File: src/sird_pkg.sv
// ----------------------------------------------------------------------------
// sird_pkg: shared definitions for the signed integer to radix digits block
// Widths, character codes, register indexes, sequencer states and the
// control/status groups between the sequencer and the divide unit.
// ----------------------------------------------------------------------------
package sird_pkg;

  localparam int MAX_BASE    = 16;
  localparam int NUMBER_BITS = 32;

  localparam int MAG_W   = NUMBER_BITS;
  localparam int LEN_W   = $clog2(MAG_W + 1);
  localparam int CNT_W   = $clog2(MAG_W);
  localparam int NDIG_W  = $clog2(MAG_W + 1);
  localparam int BASE_W  = $clog2(MAX_BASE + 1);
  localparam int DIGIT_W = $clog2(MAX_BASE);
  localparam int SHIFT_W = 3;

  localparam int CFG_IDX_W = 2;
  localparam int CFG_W     = 64;

  localparam logic [CFG_IDX_W-1:0] REG_ALPHABET_LOW  = CFG_IDX_W'(0);
  localparam logic [CFG_IDX_W-1:0] REG_ALPHABET_HIGH = CFG_IDX_W'(1);

  localparam logic [7:0] CH_PLUS  = 8'h2B;
  localparam logic [7:0] CH_MINUS = 8'h2D;

  typedef enum logic [1:0] {
    ST_IDLE,
    ST_DIV,
    ST_SIGN,
    ST_EMIT
  } state_t;

  typedef struct packed {
    logic load;
    logic step;
  } div_ctrl_t;

  typedef struct packed {
    logic               last_step;
    logic               quot_zero;
    logic [DIGIT_W-1:0] digit;
  } div_stat_t;

endpackage

File: src/signed_int_to_radix_digits.sv
// ----------------------------------------------------------------------------
// signed_int_to_radix_digits: signed integer to text in a configured radix
// Prints one signed number per command as characters of a digit alphabet.
// ----------------------------------------------------------------------------
// A number is taken when start is high and busy is low. Its characters come
// out one per cycle on character/last_char, marked by strobe, and must be
// taken as they come: a leading '-' for negative values, then the digits
// most significant first, last_char set on the final one. An invalid
// alphabet (shorter than two, holding '+' or '-', or a repeated character)
// gives no beat and the block is ready again in the next cycle. Digits are
// found by a restoring divider that yields one quotient bit per cycle; each
// digit takes one pass over a bound on the running value's bit length (32
// for the first, then fewer by floor(log2 base) per digit, at least 1). A
// new number is not taken until the last character of the previous one is
// out. The alphabet registers may be written only while busy is low.
module signed_int_to_radix_digits (
  input  logic                           clk,
  input  logic                           rst,
  input  logic                           start,
  output logic                           busy,
  input  logic signed [sird_pkg::NUMBER_BITS-1:0] number,
  output logic                           strobe,
  output logic [7:0]                     character,
  output logic                           last_char,
  input  logic                           cfg_valid,
  output logic                           cfg_ready,
  input  logic [sird_pkg::CFG_IDX_W-1:0] cfg_index,
  input  logic [sird_pkg::CFG_W-1:0]     cfg_data
);

  logic [sird_pkg::CFG_W-1:0] alphabet_low;
  logic [sird_pkg::CFG_W-1:0] alphabet_high;

  sird_pkg::state_t state;
  sird_pkg::state_t state_next;

  logic [sird_pkg::DIGIT_W-1:0] stack [sird_pkg::MAG_W];
  logic [sird_pkg::NDIG_W-1:0]  nd;
  logic [sird_pkg::NDIG_W-1:0]  nd_m1;
  logic                         neg;

  logic [2*sird_pkg::CFG_W-1:0] alpha_all;
  logic [7:0]                   abyte [sird_pkg::MAX_BASE];
  logic [sird_pkg::MAX_BASE-1:0] in_alpha;
  logic [sird_pkg::BASE_W-1:0]  radix;
  logic                         bad;
  logic                         base_ok;
  logic [sird_pkg::SHIFT_W-1:0] base_log;

  logic                          accept;
  logic [sird_pkg::MAG_W-1:0]    mag;
  sird_pkg::div_ctrl_t           div_ctrl;
  sird_pkg::div_stat_t           div_stat;
  logic [sird_pkg::DIGIT_W-1:0]  top_digit;

  assign cfg_ready = 1'b1;
  assign alpha_all = {alphabet_high, alphabet_low};

  always_comb begin
    radix = '0;
    bad   = 1'b0;
    for (int i = 0; i < sird_pkg::MAX_BASE; i++) begin
      abyte[i] = alpha_all[8*i +: 8];
    end
    for (int i = 0; i < sird_pkg::MAX_BASE; i++) begin
      if (i == 0) begin
        in_alpha[i] = abyte[i] != 8'h00;
      end else begin
        in_alpha[i] = in_alpha[i-1] && (abyte[i] != 8'h00);
      end
    end
    for (int i = 0; i < sird_pkg::MAX_BASE; i++) begin
      radix = radix + sird_pkg::BASE_W'(in_alpha[i]);
      if (in_alpha[i] && (abyte[i] == sird_pkg::CH_PLUS || abyte[i] == sird_pkg::CH_MINUS)) begin
        bad = 1'b1;
      end
      for (int j = i + 1; j < sird_pkg::MAX_BASE; j++) begin
        if (in_alpha[j] && abyte[i] == abyte[j]) begin
          bad = 1'b1;
        end
      end
    end
    base_ok = (radix >= sird_pkg::BASE_W'(2)) && !bad;
  end

  always_comb begin
    case (radix) inside
      [5'd2:5'd3]:   base_log = sird_pkg::SHIFT_W'(1);
      [5'd4:5'd7]:   base_log = sird_pkg::SHIFT_W'(2);
      [5'd8:5'd15]:  base_log = sird_pkg::SHIFT_W'(3);
      5'd16:         base_log = sird_pkg::SHIFT_W'(4);
      default:       base_log = sird_pkg::SHIFT_W'(1);
    endcase
  end

  always_ff @(posedge clk) begin
    if (rst) begin
      alphabet_low  <= '0;
      alphabet_high <= '0;
    end else if (cfg_valid && cfg_ready) begin
      unique case (cfg_index)
        sird_pkg::REG_ALPHABET_LOW:  alphabet_low  <= cfg_data;
        sird_pkg::REG_ALPHABET_HIGH: alphabet_high <= cfg_data;
        default: ;
      endcase
    end
  end

  assign accept = start && !busy;
  assign mag    = number[sird_pkg::NUMBER_BITS-1] ? (~number + 1'b1) : number;

  sird_div u_div (
    .clk      (clk),
    .rst      (rst),
    .ctrl     (div_ctrl),
    .mag      (mag),
    .base     (radix),
    .base_log (base_log),
    .stat     (div_stat)
  );

  always_comb begin
    state_next = state;
    unique case (state)
      sird_pkg::ST_IDLE: begin
        if (accept && base_ok) begin
          state_next = sird_pkg::ST_DIV;
        end
      end
      sird_pkg::ST_DIV: begin
        if (div_stat.last_step && div_stat.quot_zero) begin
          state_next = neg ? sird_pkg::ST_SIGN : sird_pkg::ST_EMIT;
        end
      end
      sird_pkg::ST_SIGN: begin
        state_next = sird_pkg::ST_EMIT;
      end
      sird_pkg::ST_EMIT: begin
        if (nd == sird_pkg::NDIG_W'(1)) begin
          state_next = sird_pkg::ST_IDLE;
        end
      end
      default: state_next = sird_pkg::ST_IDLE;
    endcase
  end

  assign nd_m1     = nd - sird_pkg::NDIG_W'(1);
  assign top_digit = stack[nd_m1[sird_pkg::CNT_W-1:0]];

  always_comb begin
    busy          = 1'b1;
    strobe        = 1'b0;
    character     = sird_pkg::CH_MINUS;
    last_char     = 1'b0;
    div_ctrl.load = 1'b0;
    div_ctrl.step = 1'b0;
    unique case (state)
      sird_pkg::ST_IDLE: begin
        busy          = 1'b0;
        div_ctrl.load = accept && base_ok;
      end
      sird_pkg::ST_DIV: begin
        div_ctrl.step = 1'b1;
      end
      sird_pkg::ST_SIGN: begin
        strobe = 1'b1;
      end
      sird_pkg::ST_EMIT: begin
        strobe    = 1'b1;
        character = alpha_all[8*top_digit +: 8];
        last_char = nd == sird_pkg::NDIG_W'(1);
      end
      default: ;
    endcase
  end

  always_ff @(posedge clk) begin
    if (rst) begin
      state <= sird_pkg::ST_IDLE;
      nd    <= '0;
    end else begin
      state <= state_next;
      if (div_ctrl.load) begin
        nd <= '0;
      end else if (div_ctrl.step && div_stat.last_step) begin
        nd <= nd + sird_pkg::NDIG_W'(1);
      end else if (state == sird_pkg::ST_EMIT) begin
        nd <= nd_m1;
      end
    end
  end

  // digit stack and sign: payload, no reset
  always_ff @(posedge clk) begin
    if (div_ctrl.load) begin
      neg <= number[sird_pkg::NUMBER_BITS-1];
    end
    if (div_ctrl.step && div_stat.last_step) begin
      stack[nd[sird_pkg::CNT_W-1:0]] <= div_stat.digit;
    end
  end

endmodule

File: src/sird_div.sv
// ----------------------------------------------------------------------------
// sird_div: iterative divide-by-base unit
// Restoring division, one quotient bit per cycle while step is high, over the
// significant bit length of the running value. At the end of a pass the
// quotient is realigned and the next pass starts on it.
// ----------------------------------------------------------------------------
module sird_div (
  input  logic                        clk,
  input  logic                        rst,
  input  sird_pkg::div_ctrl_t         ctrl,
  input  logic [sird_pkg::MAG_W-1:0]  mag,
  input  logic [sird_pkg::BASE_W-1:0] base,
  input  logic [sird_pkg::SHIFT_W-1:0] base_log,
  output sird_pkg::div_stat_t         stat
);

  logic [sird_pkg::MAG_W-1:0]   dividend;
  logic [sird_pkg::MAG_W-1:0]   dividend_next;
  logic [sird_pkg::DIGIT_W-1:0] rem;
  logic [sird_pkg::DIGIT_W-1:0] rem_next;
  logic [sird_pkg::LEN_W-1:0]   len;
  logic [sird_pkg::LEN_W-1:0]   len_next;
  logic [sird_pkg::CNT_W-1:0]   cnt;

  logic [sird_pkg::BASE_W-1:0]  trial;
  logic [sird_pkg::BASE_W-1:0]  diff;
  logic                         ge;
  logic [sird_pkg::LEN_W-1:0]   shamt;

  always_comb begin
    trial         = {rem, dividend[sird_pkg::MAG_W-1]};
    ge            = trial >= base;
    diff          = trial - base;
    rem_next      = ge ? diff[sird_pkg::DIGIT_W-1:0] : trial[sird_pkg::DIGIT_W-1:0];
    dividend_next = {dividend[sird_pkg::MAG_W-2:0], ge};
    // quotient < 2^(len - floor(log2 base))
    if (len > sird_pkg::LEN_W'(base_log)) begin
      len_next = len - sird_pkg::LEN_W'(base_log);
    end else begin
      len_next = sird_pkg::LEN_W'(1);
    end
    shamt = sird_pkg::LEN_W'(sird_pkg::MAG_W) - len_next;
  end

  assign stat.last_step = cnt == '0;
  assign stat.quot_zero = dividend_next == '0;
  assign stat.digit     = rem_next;

  always_ff @(posedge clk) begin
    if (rst) begin
      cnt <= '0;
      len <= '0;
    end else if (ctrl.load) begin
      dividend <= mag;
      rem      <= '0;
      len      <= sird_pkg::LEN_W'(sird_pkg::MAG_W);
      cnt      <= sird_pkg::CNT_W'(sird_pkg::MAG_W - 1);
    end else if (ctrl.step) begin
      if (cnt == '0) begin
        dividend <= dividend_next << shamt[sird_pkg::CNT_W-1:0];
        rem      <= '0;
        len      <= len_next;
        cnt      <= sird_pkg::CNT_W'(len_next - sird_pkg::LEN_W'(1));
      end else begin
        dividend <= dividend_next;
        rem      <= rem_next;
        cnt      <= cnt - sird_pkg::CNT_W'(1);
      end
    end
  end

endmodule
File: config.mk
export PLATFORM = sky130hd
export DESIGN_NAME = signed_int_to_radix_digits
export DESIGN_NICKNAME = d
export VERILOG_FILES = /design/src/sird_pkg.sv /design/src/signed_int_to_radix_digits.sv /design/src/sird_div.sv
export SDC_FILE = /design/constraint.sdc
export NUM_CORES = 1
export LEC_CHECK = 0
export BUFFER_PORTS_ARGS = -buffer_cell sky130_fd_sc_hd__buf_2
export CAP_MARGIN = 30
export CORE_MARGIN = 2
export CORE_UTILIZATION = 40
export DETAILED_ROUTE_END_ITERATION = 8
export SKIP_CTS_REPAIR_TIMING = 1
export SYNTH_ARGS = -nofsm -noshare
export SYNTH_HDL_FRONTEND = slang
export SYNTH_SLANG_ARGS = --single-unit
File: constraint.sdc
create_clock -name clk -period 11.7 [get_ports clk]
set_input_delay 1.755 -clock clk [delete_from_list [all_inputs] [get_ports clk]]
set_output_delay 1.755 -clock clk [all_outputs]
set_load 0.005 [all_outputs]
# Word-level counts from Yosys, hierarchy flattened
# Memory sizes are Yosys's and may differ from the RTL's.
# Cells that the tools add are included.
# totals
latchBits	0
mem_bits_rw	128
mem_count	1
mem_bits_ro	0
register_bits	184
wordCells	583
# memory_table
memory	depth	word_bits	read_ports	rd_clocked_by_memory_dff	write_ports	line_no	rtl
stack	32	4	1	0	1	signed_int_to_radix_digits.sv:37	logic [sird_pkg::DIGIT_W-1:0] stack [sird_pkg::MAG_W];
# classes
multipliers	0
reduce_logical	207
n_lt_le_gt_ge	8
n_bitwise	2
div	0
addsub	23
eq_ne	161
shifts	2
mux	169
# op_table
operator	count
$eq 8x8->1	120
$eq 8x6->1 const B	32
$logic_and 1x1->1	159
$mux 1	144
$mux 32	4
$reduce_bool 8->1	16
$shiftx 128x8->8	1
$add 5x1->5	11
$mux 6	6
$add 32x1->32 const B	1
$logic_not 32->1	1
$not 32->32	1
$shl 32x5->32	1
$logic_or 1x1->1	16
$mux 5	3
$mux 3	4
$mux 4	3
$reduce_and 2->1	5
$sub 5x1->5 const B	2
$mux 8	1
$pmux 2 s4	1
$add 6x1->6 const B	1
$eq 6x1->1 const B	1
$gt 6x3->1	1
28 further kinds	37

# Depth between registers and ports, before layout
# depth
word_depth	145
ltp_mapped	44

# Hierarchy
# A second synthesis with hierarchy kept.
# unflattened
cells_unflattened	3378
hier_area_um2	29343.1
# modules_own_cells
module	area_each_um2	cells_per_inst	n_inst
signed_int_to_radix_digits	24777.5	2871	1
sird_div	4565.6	507	1

# Worst setup path before layout
# No wires, ideal clock.
# synth_path
kind	reg2reg
start	reg alphabet_low[9] (netlist name)
end	reg u_div.dividend[30] (netlist name) (data pin)
required_time_ns	11.434
path_stages_with_launch	42
setup_slack_ns	2.086
t_arrival_ns	9.348
setup_ns	0.266
cell_sequence	dfxtp_1 > buf_4 > or4_1 > or3_4 > nand3_4 > inv_4 > nand4_2 > nor3_2 > o21ai_1 > nor2_1 > and2_1 > fa_1 > inv_1 > fa_1 > fa_1 > fa_1 > inv_1 > ha_1 > [6 not listed] > ha_1 > inv_1 > fa_1 > a21oi_1 > o211ai_1 > nand2_1 > clkinv_1 > buf_1 > ha_1 > clkbuf_1 > clkbuf_1 > clkbuf_1 > clkbuf_1 > mux4_2 > nor2_1 > nor3_1 > a211oi_1 > o22ai_1
# synth_via
elab_chain_cells	143
elab_cells_between_ends	346
classes_between	add/sub: 17; order compare: 8; eq/ne: 18; shift: 1; mux: 144; reduce/logical: 158
# synth_lines
element	line_no	rtl
start, declared	signed_int_to_radix_digits.sv:31	logic [sird_pkg::CFG_W-1:0] alphabet_low;
start signal, assigned	signed_int_to_radix_digits.sv:102	sird_pkg::REG_ALPHABET_LOW: alphabet_low <= cfg_data;
$reduce_bool 8->1	signed_int_to_radix_digits.sv:69	in_alpha[i] = in_alpha[i-1] && (abyte[i] != 8'h00);
$logic_and 1x1->1	signed_int_to_radix_digits.sv:69	
$logic_and 1x1->1, on equally long branches	signed_int_to_radix_digits.sv:78, signed_int_to_radix_digits.sv:69	
$mux 1, or another cell as far along (13 in series)	signed_int_to_radix_digits.sv:78	if (in_alpha[j] && abyte[i] == abyte[j]) begin
$mux 1 or $logic_and 1x1->1 (tied branches)	signed_int_to_radix_digits.sv:78	
$mux 1	signed_int_to_radix_digits.sv:78	
$mux 1	signed_int_to_radix_digits.sv:74	if (in_alpha[i] && (abyte[i] == sird_pkg::CH_PLUS || abyte[i] == sird_pkg::CH_MINUS)) begin
$mux 1 (14 in series)	signed_int_to_radix_digits.sv:78	
[102 not listed]	--	
$mux 1	signed_int_to_radix_digits.sv:74	
$mux 1	signed_int_to_radix_digits.sv:78	
$mux 1	signed_int_to_radix_digits.sv:74	
$logic_not 1->1	signed_int_to_radix_digits.sv:83	base_ok = (radix >= sird_pkg::BASE_W'(2)) && !bad;
$logic_and 1x1->1	signed_int_to_radix_digits.sv:83	
$logic_and 1x1->1	signed_int_to_radix_digits.sv:160	div_ctrl.load = accept && base_ok;
$mux 1	signed_int_to_radix_digits.sv:157	unique case (state)
$mux 32 (*)	sird_div.sv:53	end else if (ctrl.load) begin
end signal, assigned	sird_div.sv:54	dividend <= mag;
end signal, assigned	sird_div.sv:60	dividend <= dividend_next << shamt[sird_pkg::CNT_W-1:0];
end signal, assigned	sird_div.sv:65	dividend <= dividend_next;
end, declared	sird_div.sv:17	logic [sird_pkg::MAG_W-1:0] dividend;
# Mark *: on every way between the ends. The rest lies on a longest branch, timed or not. The select of a mux whose other input is x is not followed.
# A chain may end at the register's enable or synchronous reset.

# Worst setup path in the final report
# layout_path
start	reg alphabet_low[1] (netlist name)
end	reg u_div.dividend[26] (netlist name) (data pin)
# layout_via
elab_chain_cells	144
elab_cells_between_ends	348
classes_between	add/sub: 17; order compare: 8; eq/ne: 18; shift: 1; mux: 145; reduce/logical: 159
# layout_lines
element	line_no
$eq 8x6->1	signed_int_to_radix_digits.sv:74
$logic_or 1x1->1	signed_int_to_radix_digits.sv:74
$logic_and 1x1->1	signed_int_to_radix_digits.sv:74
$mux 1	signed_int_to_radix_digits.sv:74
$mux 1 (15 in series)	signed_int_to_radix_digits.sv:78
$mux 1	signed_int_to_radix_digits.sv:74
$mux 1 (14 in series)	signed_int_to_radix_digits.sv:78
$mux 1	signed_int_to_radix_digits.sv:74
[101 not listed]	--
$mux 1	signed_int_to_radix_digits.sv:74
$mux 1	signed_int_to_radix_digits.sv:78
$mux 1	signed_int_to_radix_digits.sv:74
$logic_not 1->1	signed_int_to_radix_digits.sv:83
$logic_and 1x1->1	signed_int_to_radix_digits.sv:83
$logic_and 1x1->1	signed_int_to_radix_digits.sv:160
$mux 1	signed_int_to_radix_digits.sv:157
$mux 32 (*)	sird_div.sv:53
# Marks and branches as above.

==> metrics <==
status=completed; synthesis warning total=0; max-slew violations=0; initial antenna violation count=5; via count=approximately 26000; starting density of the core=roughly two fifths; total power=around 5.3 mW; Final setup viols=0; Avg Cell Area, Syn=8.59 um^2; Yosys reg bits=between 300 and 400; Final Wtd Congestion=about 0.99; WL final=between 100000 and 150000 um; Die Wd=approximately 270 um; clk slew on worst S/H paths=0.06 ns; vias in the first global route=24605; CTS H-Tree Depth=2; Primary FF master, synth=edfxtp_1; post-route ant nets=0; Hold WC Path Type=register to register; Root Buffer=clkbuf_16; Die H=275 um; drt first-iter violations=just under 3000; startpoint types=register; Post-Syn Area=a little under 30000 um^2; worst-case hold slack=0.474 ns; nets@finish=roughly 3500; Ports=approximately 110; Setup Crit Path Kind=register to register; Worst-Margin Slew=between 1 and 1.5 ns; WL/cell=approximately 25 um; final hold violations=0; Tmin final=around 11 ns; max cap viols=0; fin util=43.5%; port bufs=around 110; fin cells=approximately 4300; CTS tree=built; largest net degree at the start of global routing=just over 70; Global Route Usage Sum=about 28%; largest cells by area after synthesis=edfxtp_1, xnor2_1, xor2_1, dfxtp_1, nand2_1; total CTS buffers=35; drt pass-1 iters=6; Yosys cell types=82; EDFF count, synth=between 150 and 200; ys async rst share=0%; register area share after synthesis=between 20% and 30%; setup TNS=0 ns; Syn Inst Count=3408; Tcrit/Tclk final=~90%; WP data arrival=~11 ns; layout cell share with drive strength beyond 1=around 12%; nature of the critical path endpoint=register; share of the synthesized area in the top cell type=16.9%; # fillers=7196; Critical Path Most Common Cell=fa_1; clk sinks=312; DRC errors left=0; Via density=just over 6; CP peak stage delay=0.56 ns; placed cell count=roughly 4300; clk_lat worst skew=0.59 ns; RSZ-0062 raised after global routing=false; standby leakage power=between 10 and 15 nW; global-route wire length before repair=between 150000 and 200000 um; syn nets=3547; Area Overhead vs Synth=7.95%; CP max FO=44; grt ovf=0; PD cells=169 nW/um^2; Die ar.=about 75000 um^2; VDD IR max=roughly 0.17 mV; CORE AREA=roughly 73000 um^2; WP data required=between 10 and 15 ns; Synth area leader=edfxtp_1; Slew headroom=between 10% and 20%; most common cell in the netlist=xnor2_1; dpl hpwl=68400 um; final setup skew=0.0436 ns; list of most frequent post-synthesis cells=xnor2_1, xor2_1, nand2_1; Longest Clk Path Bufs=3; slowest CP cell=or4_1; row count=between 90 and 100; fmax=between 0.09 and 0.1 GHz
## final timing paths
check	start	end	slack, ns	cells past startpoint
worst max-delay path	alphabet_low[1]	u_div.dividend[26]	1.18	43
worst max register to register	alphabet_low[1]	u_div.dividend[26]	1.18	43
worst min-delay path	u_div.len[0]	u_div.len[0]	0.47	2
worst min register to register	u_div.len[0]	u_div.len[0]	0.47	2
## layer usage
metal / vias up / wire length, um / GRT usage (%)
met5: - / 41 / 0
met4: 6 / 6460 / 14.5
met3: 420 / 11500 / 5.87
met2: 1529 / 47100 / 43.5
met1: 12571 / 42800 / 36.7
li1: 11654 / - / -
## registers in the layout, summed over array words and instances, names as in the netlist
register / flops
alphabet_low: 64
alphabet_high: 64
nd: 6
u_div.dividend: 32
u_div.len: 6
u_div.cnt: 5
u_div.rem: 4
state: 2
neg: 1
stack: 128
## power breakdown
part / switching, mW / internal (mW) / total (mW) / leakage, nW
sequential: 0.0695 / 1.35 / 1.42 / 2.69
clock: 0.470 / 0.585 / 1.05 / 0.526
combinational: 1.75 / 1.11 / 2.86 / 9.78
## area by class of cell
type / instances / area [um^2] / area share (%)
antenna: 2 / 5.00 / 0.0158
clock buffer: 43 / 916 / 2.90
clock inverter: 18 / 145 / 0.459
inverter: 36 / 138 / 0.435
multi-input combinational: 2689 / 19500 / 61.8
sequential: 312 / 7900 / 25.0
tap: 959 / 1200 / 3.80
timing repair buffer: 268 / 1770 / 5.59
## kinds of logic after synthesis
logic type | count (synthesis) | share of synthesized area (%)
xor gates and xnor gates | 1022 | 30.6
buffers and inverters | 407 | 6.52
DFF | 312 | 27.0
muxes | 145 | 7.09
adders and majority gates | 37 | 1.86
AOI/OAI and AO/OA | 479 | 10.1
other | 1 | 0.0128
and+or+nand+nor | 1005 | 16.9
## layout by cell type, fill, tap and decap left out, types with 12 or more instances in the layout
cell type  count
xor2_1       492
nand2b_1      12
buf_2        111
edfxtp_1     165
or4_1         21
nor4_1       139
a211oi_1      34
buf_4        155
a22oi_1       31
xnor2_1      529
nor2b_1       16
or3_1         27
nand4_1      133
nand2_1      375
mux4_2        49
a21oi_1      217
nor2_1       161
nand3_1       29
mux2i_1       83
nor3_1        47
a31oi_1       12
clkbuf_16     35
ha_1          26
inv_1         33
o21ai_0       72
dfxtp_1      146
## critical path, delay by kind of cell, from the launching register on
kind	cells	cell delay, ns
simple gates	13	2.63
buf+inv	9	1.27
compound gates	12	2.35
fa+ha+maj	9	3.64
flops	1	0.29
## through the flow
stage	area [um^2]	worst slack [ns]
after CTS	31600	1.29
after global routing	31600	0.454
after detailed placement	30500	1.35
after global placement	30500	1.44
after floorplan	29300	2.09
final	31600	1.18
Note: power is estimated with default switching activity, not from simulation.
